--- src/rtl/ccr_pkg.sv ---
// Shared types, widths and codes for the column composite reduction block.
// Used by the arithmetic unit and by the top level; depends on nothing.
package ccr_pkg;

    // Field and accumulator widths.
    localparam int REFL_W = 12;
    localparam int SUM_W = 17;
    localparam int CNT_W = 5;
    localparam int ALU_W = 19;
    localparam int MODE_W = 2;
    localparam int CFG_IDX_W = 1;
    localparam int TDATA_W = 16;

    // Valid samples beyond this count no longer enter sum and count.
    localparam logic [CNT_W-1:0] COUNT_LIMIT = 5'd31;

    // Composite modes.
    localparam logic [MODE_W-1:0] MODE_MAX = 2'd0;
    localparam logic [MODE_W-1:0] MODE_MEAN = 2'd1;
    localparam logic [MODE_W-1:0] MODE_MIN = 2'd2;

    // Configuration register indexes.
    localparam logic [CFG_IDX_W-1:0] REG_MODE = 1'd0;
    localparam logic [CFG_IDX_W-1:0] REG_THRESHOLD = 1'd1;

    typedef logic [ALU_W-1:0] alu_word_t;

    // Operand request to the shared add/subtract unit.
    typedef struct packed {
        alu_word_t a;
        alu_word_t b;
        logic      sub;
    } alu_req_t;

    // Sign extension of a reflectivity value to the unit width.
    function automatic alu_word_t sext_refl(input logic [REFL_W-1:0] x);
        return {{(ALU_W-REFL_W){x[REFL_W-1]}}, x};
    endfunction

    // Sign extension of a sum-wide value to the unit width.
    function automatic alu_word_t sext_sum(input logic [SUM_W-1:0] x);
        return {{(ALU_W-SUM_W){x[SUM_W-1]}}, x};
    endfunction

endpackage

--- src/rtl/column_composite_reduce_top.sv ---
// Column composite reduction: one composite per column of reflectivity samples.
// Each sample passes the sum state and, when valid, the qualify and best states; a new
// sample is taken only in idle. The last sample then runs the finish states of its mode, in mean mode
// the 17-step restoring divide on the shared unit, and any wait for the output register.
// Reset (aresetn, synchronous, active low) clears the column state and the output valid,
// and sets mode to maximum and threshold to zero.
module column_composite_reduce_top import ccr_pkg::*; (
    input  logic                 aclk,
    input  logic                 aresetn,
    // Input channel.
    input  logic                 s_axis_tvalid,
    output logic                 s_axis_tready,
    input  logic [TDATA_W-1:0]   s_axis_tdata,   // [11:0] refl
    input  logic                 s_axis_tuser,   // [0] sample_valid
    input  logic                 s_axis_tlast,   // last_in_column
    // Result channel.
    output logic                 m_axis_tvalid,
    input  logic                 m_axis_tready,
    output logic [TDATA_W-1:0]   m_axis_tdata,   // [11:0] composite
    output logic                 m_axis_tuser,   // [0] composite_valid
    // Configuration write channel.
    input  logic                 cfg_valid,
    output logic                 cfg_ready,
    input  logic [CFG_IDX_W-1:0] cfg_index,
    input  logic [REFL_W-1:0]    cfg_data
);

    // Sequencer codes.
    localparam logic [3:0] S_IDLE = 4'd0;
    localparam logic [3:0] S_SUM  = 4'd1;
    localparam logic [3:0] S_QUAL = 4'd2;
    localparam logic [3:0] S_BEST = 4'd3;
    localparam logic [3:0] S_FIN  = 4'd4;
    localparam logic [3:0] S_MAXT = 4'd5;
    localparam logic [3:0] S_MCMP = 4'd6;
    localparam logic [3:0] S_ABS  = 4'd7;
    localparam logic [3:0] S_DIV  = 4'd8;
    localparam logic [3:0] S_NEG  = 4'd9;
    localparam logic [3:0] S_EMIT = 4'd10;

    localparam int STEP_W = $clog2(SUM_W);
    localparam logic [STEP_W-1:0] LAST_STEP = STEP_W'(SUM_W - 1);

    logic [3:0]              state_reg, state_next;
    logic [MODE_W-1:0]       mode_reg;
    logic signed [REFL_W-1:0] thr_reg;

    // Sample being worked on.
    logic [REFL_W-1:0]       refl_reg;
    logic                    smp_valid_reg;
    logic                    last_reg;

    // Column state.
    logic [REFL_W-1:0]       best_reg;
    logic                    found_reg;
    logic [SUM_W-1:0]        sum_reg;
    logic [CNT_W-1:0]        cnt_reg;
    logic                    qual_reg;

    // Divide and result registers.
    logic [SUM_W-1:0]        prod_reg;
    logic [CNT_W-1:0]        rem_reg;
    logic [SUM_W-1:0]        quo_reg;
    logic [STEP_W-1:0]       step_reg;
    logic [REFL_W-1:0]       res_reg;
    logic                    res_ok_reg;

    logic [TDATA_W-1:0]      m_tdata_reg;
    logic                    m_tuser_reg;
    logic                    m_tvalid_reg;

    alu_req_t                alu_req;
    alu_word_t               alu_res;
    logic                    alu_neg;
    logic                    alu_zero;
    logic                    sum_neg;
    logic                    out_load;
    logic signed [REFL_W+CNT_W:0] mult;

    assign s_axis_tready = (state_reg == S_IDLE);
    assign cfg_ready     = 1'b1;
    assign m_axis_tvalid = m_tvalid_reg;
    assign m_axis_tdata  = m_tdata_reg;
    assign m_axis_tuser  = m_tuser_reg;

    assign alu_neg  = alu_res[ALU_W-1];
    assign alu_zero = (alu_res == '0);
    assign sum_neg  = sum_reg[SUM_W-1];
    assign out_load = (state_reg == S_EMIT) && (!m_tvalid_reg || m_axis_tready);
    assign mult     = thr_reg * $signed({1'b0, cnt_reg});

    ccr_alu u_alu (
        .req (alu_req),
        .res (alu_res)
    );

    // Operand selection for the shared unit, one operation per state.
    always_comb begin
        alu_req.a   = '0;
        alu_req.b   = '0;
        alu_req.sub = 1'b1;
        unique case (state_reg)
            S_SUM: begin
                alu_req.a   = sext_sum(sum_reg);
                alu_req.b   = sext_refl(refl_reg);
                alu_req.sub = 1'b0;
            end
            S_QUAL: begin
                alu_req.a = sext_refl(thr_reg);
                alu_req.b = sext_refl(refl_reg);
            end
            S_BEST: begin
                alu_req.a = sext_refl(refl_reg);
                alu_req.b = sext_refl(best_reg);
            end
            S_MAXT: begin
                alu_req.a = sext_refl(best_reg);
                alu_req.b = sext_refl(thr_reg);
            end
            S_MCMP: begin
                alu_req.a = sext_sum(sum_reg);
                alu_req.b = sext_sum(prod_reg);
            end
            S_ABS: begin
                alu_req.b = sext_sum(sum_reg);
            end
            S_DIV: begin
                alu_req.a = {{(ALU_W-CNT_W-1){1'b0}}, rem_reg, quo_reg[SUM_W-1]};
                alu_req.b = {{(ALU_W-CNT_W){1'b0}}, cnt_reg};
            end
            S_NEG: begin
                alu_req.b = {{(ALU_W-SUM_W){1'b0}}, quo_reg};
            end
            default: begin
                alu_req.sub = 1'b0;
            end
        endcase
    end

    // Next state of the sequencer.
    always_comb begin
        state_next = state_reg;
        unique case (state_reg)
            S_IDLE: if (s_axis_tvalid) state_next = S_SUM;
            S_SUM: begin
                if (smp_valid_reg) state_next = S_QUAL;
                else if (last_reg) state_next = S_FIN;
                else               state_next = S_IDLE;
            end
            S_QUAL: state_next = S_BEST;
            S_BEST: state_next = last_reg ? S_FIN : S_IDLE;
            S_FIN: begin
                case (mode_reg)
                    MODE_MEAN: state_next = (cnt_reg == '0) ? S_EMIT : S_MCMP;
                    MODE_MIN:  state_next = S_EMIT;
                    default:   state_next = S_MAXT;
                endcase
            end
            S_MAXT: state_next = S_EMIT;
            S_MCMP: state_next = alu_neg ? S_EMIT : S_ABS;
            S_ABS:  state_next = S_DIV;
            S_DIV:  if (step_reg == LAST_STEP) state_next = S_NEG;
            S_NEG:  state_next = S_EMIT;
            S_EMIT: if (out_load) state_next = S_IDLE;
            default: state_next = S_IDLE;
        endcase
    end

    // Sequencer, configuration and column state.
    always_ff @(posedge aclk) begin
        if (!aresetn) begin
            state_reg    <= S_IDLE;
            mode_reg     <= MODE_MAX;
            thr_reg      <= '0;
            best_reg     <= '0;
            found_reg    <= 1'b0;
            sum_reg      <= '0;
            cnt_reg      <= '0;
            m_tvalid_reg <= 1'b0;
        end else begin
            state_reg <= state_next;

            // Register writes.
            if (cfg_valid) begin
                case (cfg_index)
                    REG_MODE:      mode_reg <= cfg_data[MODE_W-1:0];
                    REG_THRESHOLD: thr_reg  <= cfg_data;
                    default:       ;
                endcase
            end

            // Running sum and count of valid samples.
            if (state_reg == S_SUM && smp_valid_reg && cnt_reg != COUNT_LIMIT) begin
                sum_reg <= alu_res[SUM_W-1:0];
                cnt_reg <= cnt_reg + 1'b1;
            end

            // Best value: largest in max mode, smallest qualifying in min mode.
            if (state_reg == S_BEST) begin
                case (mode_reg)
                    MODE_MIN: begin
                        if (qual_reg && (!found_reg || alu_neg)) begin
                            best_reg  <= refl_reg;
                            found_reg <= 1'b1;
                        end
                    end
                    MODE_MEAN: ;
                    default: begin
                        if (!found_reg || (!alu_neg && !alu_zero)) begin
                            best_reg  <= refl_reg;
                            found_reg <= 1'b1;
                        end
                    end
                endcase
            end

            // Output register takes the result and the column starts over.
            if (out_load) begin
                m_tvalid_reg <= 1'b1;
                best_reg     <= '0;
                found_reg    <= 1'b0;
                sum_reg      <= '0;
                cnt_reg      <= '0;
            end else if (m_axis_tready) begin
                m_tvalid_reg <= 1'b0;
            end
        end
    end

    // Payload: captured sample, compare flag, divider and result.
    always_ff @(posedge aclk) begin
        if (s_axis_tvalid && s_axis_tready) begin
            refl_reg      <= s_axis_tdata[REFL_W-1:0];
            smp_valid_reg <= s_axis_tuser;
            last_reg      <= s_axis_tlast;
        end

        if (state_reg == S_QUAL) begin
            qual_reg <= alu_neg;
        end

        unique case (state_reg)
            S_FIN: begin
                prod_reg   <= mult[SUM_W-1:0];
                res_ok_reg <= (mode_reg == MODE_MIN) && found_reg;
                res_reg    <= ((mode_reg == MODE_MIN) && found_reg) ? best_reg : '0;
            end
            S_MAXT: begin
                res_ok_reg <= found_reg && !alu_neg;
                res_reg    <= (found_reg && !alu_neg) ? best_reg : '0;
            end
            S_ABS: begin
                quo_reg  <= sum_neg ? alu_res[SUM_W-1:0] : sum_reg;
                rem_reg  <= '0;
                step_reg <= '0;
            end
            S_DIV: begin
                // One restoring step: keep the trial remainder when it is not negative.
                if (!alu_neg) begin
                    rem_reg <= alu_res[CNT_W-1:0];
                    quo_reg <= {quo_reg[SUM_W-2:0], 1'b1};
                end else begin
                    rem_reg <= {rem_reg[CNT_W-2:0], quo_reg[SUM_W-1]};
                    quo_reg <= {quo_reg[SUM_W-2:0], 1'b0};
                end
                step_reg <= step_reg + 1'b1;
            end
            S_NEG: begin
                res_ok_reg <= 1'b1;
                res_reg    <= sum_neg ? alu_res[REFL_W-1:0] : quo_reg[REFL_W-1:0];
            end
            default: ;
        endcase

        if (out_load) begin
            m_tdata_reg <= {{(TDATA_W-REFL_W){1'b0}}, res_reg};
            m_tuser_reg <= res_ok_reg;
        end
    end

`ifndef NO_ASSERTIONS
    // The divider remainder stays below the divisor.
    a_rem_below_cnt: assert property (@(posedge aclk) disable iff (!aresetn)
        (state_reg == S_DIV) |-> (rem_reg < cnt_reg))
        else $error("divider remainder not below count");

    // A result with no value carries a zero composite.
    a_no_value_zero: assert property (@(posedge aclk) disable iff (!aresetn)
        (m_axis_tvalid && !m_axis_tuser) |-> (m_axis_tdata == '0))
        else $error("composite not zero for missing value");

    // Handing a result to the output register starts a clean column.
    a_clear_after_emit: assert property (@(posedge aclk) disable iff (!aresetn)
        out_load |=> (m_axis_tvalid && cnt_reg == '0 && !found_reg && sum_reg == '0))
        else $error("column state not cleared after result");
`endif

endmodule

--- src/rtl/ccr_alu.sv ---
// Shared add/subtract unit of the column composite reduction block.
// Depends on ccr_pkg for the operand width and the request struct.
module ccr_alu import ccr_pkg::*; (
    input  alu_req_t  req,
    output alu_word_t res
);

    // Two's complement add, or subtract through inversion and carry in.
    assign res = req.a + (req.sub ? ~req.b : req.b) + {{(ALU_W-1){1'b0}}, req.sub};

endmodule

--- config.mk ---
export PLATFORM = sky130hd
export DESIGN_NAME = column_composite_reduce_top
export DESIGN_NICKNAME = d
export VERILOG_FILES = /design/src/rtl/ccr_pkg.sv /design/src/rtl/column_composite_reduce_top.sv /design/src/rtl/ccr_alu.sv
export SDC_FILE = /design/constraint.sdc
export NUM_CORES = 1
export LEC_CHECK = 0
export BUFFER_PORTS_ARGS = -buffer_cell sky130_fd_sc_hd__buf_2
export CORE_MARGIN = 1.5
export CORE_UTILIZATION = 37
export CTS_BUF_LIST = sky130_fd_sc_hd__clkbuf_16
export CTS_CLUSTER_DIAMETER = 200
export DETAILED_ROUTE_END_ITERATION = 10
export SYNTH_ARGS = -nofsm -noshare
export SYNTH_HDL_FRONTEND = slang
export SYNTH_SLANG_ARGS = --single-unit
--- constraint.sdc ---
create_clock -name aclk -period 4.6 [get_ports aclk]
set_clock_uncertainty 0.05 [all_clocks]
set_input_delay 0.23 -clock aclk [delete_from_list [all_inputs] [get_ports aclk]]
set_output_delay 0.23 -clock aclk [all_outputs]
set_load 0.05 [all_outputs]
Yosys cells after proc, flatten, opt, wreduce, memory -nomap -nowiden
Index checks and enable logic that the tools add are counted.
Word-level totals
  register bits: 139
  output and inout port bits: 20
Cells by class
  add/sub/neg operators: 4
  $mul: 1
  eq/ne operators: 18
  muxes and demuxes: 32
  bitwise gates (word level): 4
  reduce and logical (&&, ||, !) cells: 31
Operator list (count)
  case mux 19 bit (7 select lines): 1
  case mux 19 bit (5 select lines): 1
  two-way mux 12 bit: 5
  case mux 4 bit (10 select lines): 1
  case mux 12 bit (3 select lines): 1
  case mux 17 bit (2 select lines): 1
  case mux 12 bit (2 select lines): 1
  two-way mux 4 bit: 5
  case mux 5 bit (2 select lines): 2
  adder 19 x 1 -> 19 bit: 1
  adder 19 bit: 1
  zero test 19 bit: 1
  two-way mux 19 bit: 1
  inverter 19 bit: 1
  multiplier 12 x 6 -> 17 bit: 1
  two-way mux 17 bit: 1
  equality test 4 x 3 -> 1 bit (second input constant): 4
  equality test 4 bit (second input constant): 3
  adder 5 x 1 -> 5 bit (second input constant): 2
  equality test 4 x 2 -> 1 bit (second input constant): 2
  logical AND 1 bit: 8
  inequality test 2 bit (second input constant): 4
  case mux 4 bit (2 select lines): 1
  OR reduction 2 bit: 4
  other kinds (21): 37

Logic depth before layout (Yosys ltp)
  word-level depth: 13
  depth in mapped cells: 24
  depth with buffers taken out: 19

By module
Synthesis repeated with hierarchy kept, for this count alone.
Unflattened totals
  cell total of the unflattened synthesis: 1051
  area total of the unflattened synthesis: 9860.7 µm²
By module, submodules not included
  column_composite_reduce_top: instances 1, cells each 899, area an instance 8758.4 µm², seq. area each 3633.5 µm²
  ccr_alu: instances 1, cells each 152, area an instance 1102.3 µm², seq. area each 0.0 µm²

Least setup slack after synthesis
No wires, ideal clock.
  path type: register -> register
  start: register state_reg[1]
  end: register best_reg[11]
  arrival: 4.747 ns
  setup slack: -0.315 ns
  stages on the path, launching flop included: 23
  buffers on the path: 5
  period minus slack after synthesis: 4.915 ns
  cell sequence: dfxtp_1 > buf_2 > or2_2 > clkbuf_1 > nor3_1 > clkbuf_1 > a222oi_1 > nand2_1 > xnor2_1 > ha_1 > clkbuf_1 > nand3_1 > a21oi_1 > o21ai_0 > a211o_1 > and4b_1 > a2111oi_0 > nor2_1 > nand4b_1 > o311ai_1 > a21bo_2 > buf_6 > a32o_1
On the way
  longest elaborated chain between the ends: 13
  elaborated cells on any way between the ends: 31
  those cells by class: add/sub: 2; eq/ne: 10; mux: 4; bitwise: 1; reduce/logical: 14
Ends and longest elaborated chain
  start, declared: RTL line column_composite_reduce_top.sv:44  | logic [3:0] state_reg, state_next;
  start signal, assigned: RTL line column_composite_reduce_top.sv:181  | state_reg <= state_next;
  equality test 4 x 1 -> 1 bit or equality test 4 x 2 -> 1 bit (tied branches): RTL line column_composite_reduce_top.sv:102  | unique case (state_reg)
  OR reduction 2 bit (no line)
  case mux 19 bit (7 select lines): RTL line column_composite_reduce_top.sv:102
  inverter 19 bit: RTL line ccr_alu.sv:9  | assign res = req.a + (req.sub ? ~req.b : req.b) + {{(ALU_W-1){1'b0}}, req.sub};
  two-way mux 19 bit: RTL line ccr_alu.sv:9
  adder 19 bit: RTL line ccr_alu.sv:9
  adder 19 x 1 -> 19 bit: RTL line ccr_alu.sv:9
  zero test 19 bit: RTL line column_composite_reduce_top.sv:87  | assign alu_zero = (alu_res == '0);
  zero test 1 bit: RTL line column_composite_reduce_top.sv:209  | if (!found_reg || (!alu_neg && !alu_zero)) begin
  logical AND 1 bit: RTL line column_composite_reduce_top.sv:209
  logical OR 1 bit: RTL line column_composite_reduce_top.sv:209
  nonzero test 2 bit (no line)
  AND reduction 4 bit (no line)
  end signal, assigned: RTL line column_composite_reduce_top.sv:203  | best_reg <= refl_reg;
  end signal, assigned: RTL line column_composite_reduce_top.sv:210  | best_reg <= refl_reg;
  end, declared: RTL line column_composite_reduce_top.sv:54  | logic [REFL_W-1:0] best_reg;
Several ways; a longest one is shown, not always the timed one.
A chain may end at the register's enable or synchronous reset.

Worst setup path after layout
  start: register state_reg[1]
  end: register best_reg[2]
Same word-level chain as after synthesis.

==> impl_summary.txt <==
----------------------------------------------------
[Critical path]
  Combined buffer and inverter count along the critical path ... 5
  Largest stage delay on the critical path ... 370 ps
  Reg2Reg Depth ... 22
  Data arrival at the endpoint of the critical path ... 4780 ps
  CP Capture Type ... register
  Largest fanout of any net on the critical path ... 6
  Required time of the worst setup path ... 4860 ps
  Number of cells on the critical path ... 22
  Chain of cells forming the critical path ... buf_4 > or2_4 > nor3_4 > a222oi_1 > and3_1 > xnor2_2 > inv_1 > fa_2 > nand2b_4 > a21oi_4 > o21ai_2 > a211o_1 > buf_4 > a21oi_1 > a2111oi_4 > nor2_1 > nand4b_1 > o311ai_1 > buf_4 > a21oi_4 > buf_6 > a32o_1
  Kind of cell adding the most delay to the critical path ... compound AO/OA/AOI/OAI gates
  Register-to-register path setup slack ... 80 ps
  Crit path max-delay cell type ... fa_2
  Most frequent cell on the critical path ... buf_4
  Type of the setup path with the least slack ... register to register
  Nature of the critical path startpoint ... register

[Logic synthesis]
  Synth async-reset ratio ... 0
  Cell variety after synth ... 67
  Number of enable flip-flop cells after synthesis ... 85
  Post-synth design cell area ... 9660 um^2
  Count of synthesis-stage warnings from yosys ... 0
  Sequential area share after synthesis ... 0.376
  Mean instance size in the synthesized netlist ... 9.42 um^2
  Dominant synthesized flop cell ... edfxtp_1
  Post-synthesis register bit count ... 139
  Gate count after technology mapping ... 1025

[Global route]
  Total routing usage reported by global routing ... 0.203
  Wire length of the first global-routing pass ... 42.5 mm
  GRT overflow ... 0
  Number of antenna violations at the first check in global routing ... 0
  Maximum number of pins on one net before global-route repair ... 37
  Vias in the first global route ... 8085

[Drt]
  Number of detailed-routing iterations run before antenna repair ... 10
  Avg WL per Cell ... 17.6 um
  Total via count after detailed routing ... 8231
  First DRT Iteration DRCs ... 938
  Via count normalized by instance count ... 5.39
  Drc violations ... 0
  Number of antenna-violating nets in the routed design ... 0
  Routed Wire Length ... 26.8 mm

[CTS]
  Clock sink count ... 139
  Maximum buffer depth of the clock tree ... 2
  Clock input transition at the sequential cells of the worst setup and hold paths ... 60 ps
  Master cell of the clock root buffer ... clkbuf_16
  Clock tree from TritonCTS ... built
  H-tree Lvls ... 4
  TritonCTS buffer count ... 17
  Clock latency of the later-clocked register in the worst-skew pair ... 430 ps

[Final layout]
  Post-route cell area ... 12200 um^2
  Footprint of the multi-input gates ... 5830 um^2
  Combined flip-flop and latch cell area ... 3650 um^2
  Synthesis-to-finish area growth ... 26.5%
  Share of the core filled with cells in the final layout ... 0.481
  Filler Cell Count ... 2410
  Leading cell types in the layout, fill and taps excluded ... nand2_1, buf_4, edfxtp_1, inv_1, nor2_1
  Number of antenna diodes ... 0
  Most common library cell in the layout ignoring fill and taps ... nand2_1
  Final-stage net count ... 1310
  Fraction of final layout cells sized beyond drive strength 1 ... 0.233

[Die]
  Horizontal extent of the die ... 165 um
  I/O pin count ... 56
  Die area ... 27100 um^2
  Die height ... 165 um
  Initial cell density of the core ... 0.380
  Standard-cell row count ... 58
  Core box area ... 25400 um^2

[Flow run]
  Number of max-cap violations ... 0

[Outcome]
  Outcome ... completed

[Placement]
  Number of buffers added on ports ... 46
  Half-perimeter wire length after placement ... 20.3 mm
  Global placement routability congestion ... 0.889
  Area post-placement ... 11000 um^2

[Power and ir drop]
  Leakage power ... 5.19 nW
  Areal power density over the cells ... 298 nW/um^2
  Maximum vdd ir drop ... 0.206 mV

[Timing]
  Fin crit period ... 4520 ps
  Final slew viol count ... 0
  Setup-violating endpoint count in the final report ... 0
  Hold Vio Cnt, Final ... 0
  Worst Max-Slew Pin Slew ... 1060 ps
  Fmax ... 221 MHz
  Slew margin rel. ... 0.290
  Final worst path period share ... 0.983

[Min path]
  Hold Path Cell Cnt ... 3
  Kind of path behind the tightest hold check ... primary input to register

----------------------------------------------------
==> metrics by stage <==
step / instances / power (W) / setup TNS [ps] / hold WS, ps / worst slack, ps
2_1_floorplan: 1028 / 0.00184 / 0 / 279 / 42.3
3_3_place_gp: 1462 / 0.00214 / -1180 / 354 / -97.0
3_5_place_dp: 1462 / 0.00215 / -1570 / 359 / -131
4_1_cts: 1519 / 0.00359 / 0 / 3.21 / 14.7
5_1_grt: 1526 / 0.00379 / -956 / 24.3 / -85.0
6_report: 1526 / 0.00364 / 0 / 21.6 / 80.0
==> tightest hold or removal path, delay by kind of cell <==
kind | cells | cell delay, ps
buffers and inverters | 1 | 110
AOI/OAI and AO/OA | 1 | 60
and+or+nand+nor | 1 | 50
==> where the power goes <==
part           leakage, nW  total, W  switching, W  internal, W
combinational         3.66  0.000820      0.000450     0.000370
sequential            1.23   0.00141     0.0000428      0.00136
clock                0.297   0.00141      0.000562     0.000853
total                 5.19   0.00364       0.00105      0.00259
==> layer usage <==
layer / up-vias / wire length (um) / global-route usage
met5: - / 0 / 0
met4: 0 / 311 / 0.0504
met3: 25 / 2210 / 0.0460
met2: 320 / 11900 / 0.317
met1: 3916 / 12400 / 0.286
li1: 3970 / - / -
==> kinds of logic (layout without fill, tap and decap cells) <==
logic type,after synthesis,count (layout),synth area share
buffers and inverters,130,298,0.0558
XOR/XNOR,46,46,0.0425
AND/OR/NAND/NOR,351,351,0.172
adder cells (fa/ha/maj),91,91,0.147
flip-flops,139,139,0.376
other,2,5,0.000778
multiplexers,24,24,0.0254
AO/OA/AOI/OAI,242,242,0.181
==> path summary, 6_finish.rpt <==
path | startpoint | end
hold reg to reg | res_reg[1] | m_axis_tdata[1]
hold / removal | cfg_data[0] | thr_reg[0]
setup / recovery | state_reg[1] | best_reg[2]
setup reg to reg | state_reg[1] | best_reg[2]
==> synthesized netlist by cell type, drive strengths merged (3+ instances only) <==
master,n,share of area
fa,37,0.077
nor3,16,0.0083
a22oi,21,0.016
nor2b,7,0.0045
dfxtp,54,0.11
a21oi,50,0.026
inv,68,0.026
nand2b,10,0.0065
nand3b,7,0.0054
xor2,13,0.012
a21o,20,0.016
a32o,12,0.012
a31oi,5,0.0032
o22ai,3,0.0019
a222oi,27,0.028
edfxtp,85,0.26
a21boi,13,0.010
or2,5,0.0032
and3,7,0.0045
and4b,3,0.0031
o21ai,37,0.019
nor4b,4,0.0043
o211ai,6,0.0047
a22o,3,0.0027
o21bai,5,0.0039
nand2,165,0.064
a211oi,8,0.0062
nand4,5,0.0032
ha,54,0.070
and2,42,0.027
buf,16,0.012
nand4b,3,0.0027
o311ai,3,0.0027
nor2,54,0.021
nand3,17,0.0088
o21a,10,0.0078
mux2i,23,0.024
clkbuf,46,0.018
xnor2,33,0.031
==> final cells by class <==
type	instances	area share
repair buffers	198	0.121
clock buffers	17	0.0348
clock inverters	15	0.0143
well taps	330	0.0338
inverters	68	0.0209
flip-flops and latches	139	0.299
multi-input cells	759	0.477
==> what timing repair did <==
| action | 4_1_cts | 5_1_grt |
|---|---|---|
| setup buffers | 1 | 6 |
| gates resized for setup | 20 | 66 |
| endpoints found under the hold margin | 23 | 0 |
| pin swaps | 8 | 34 |
| setup endpoints to repair | 24 | 30 |
| cloned | 1 | 1 |
| hold buffers | 23 | 0 |
Note: power is estimated with default switching activity, not from simulation.
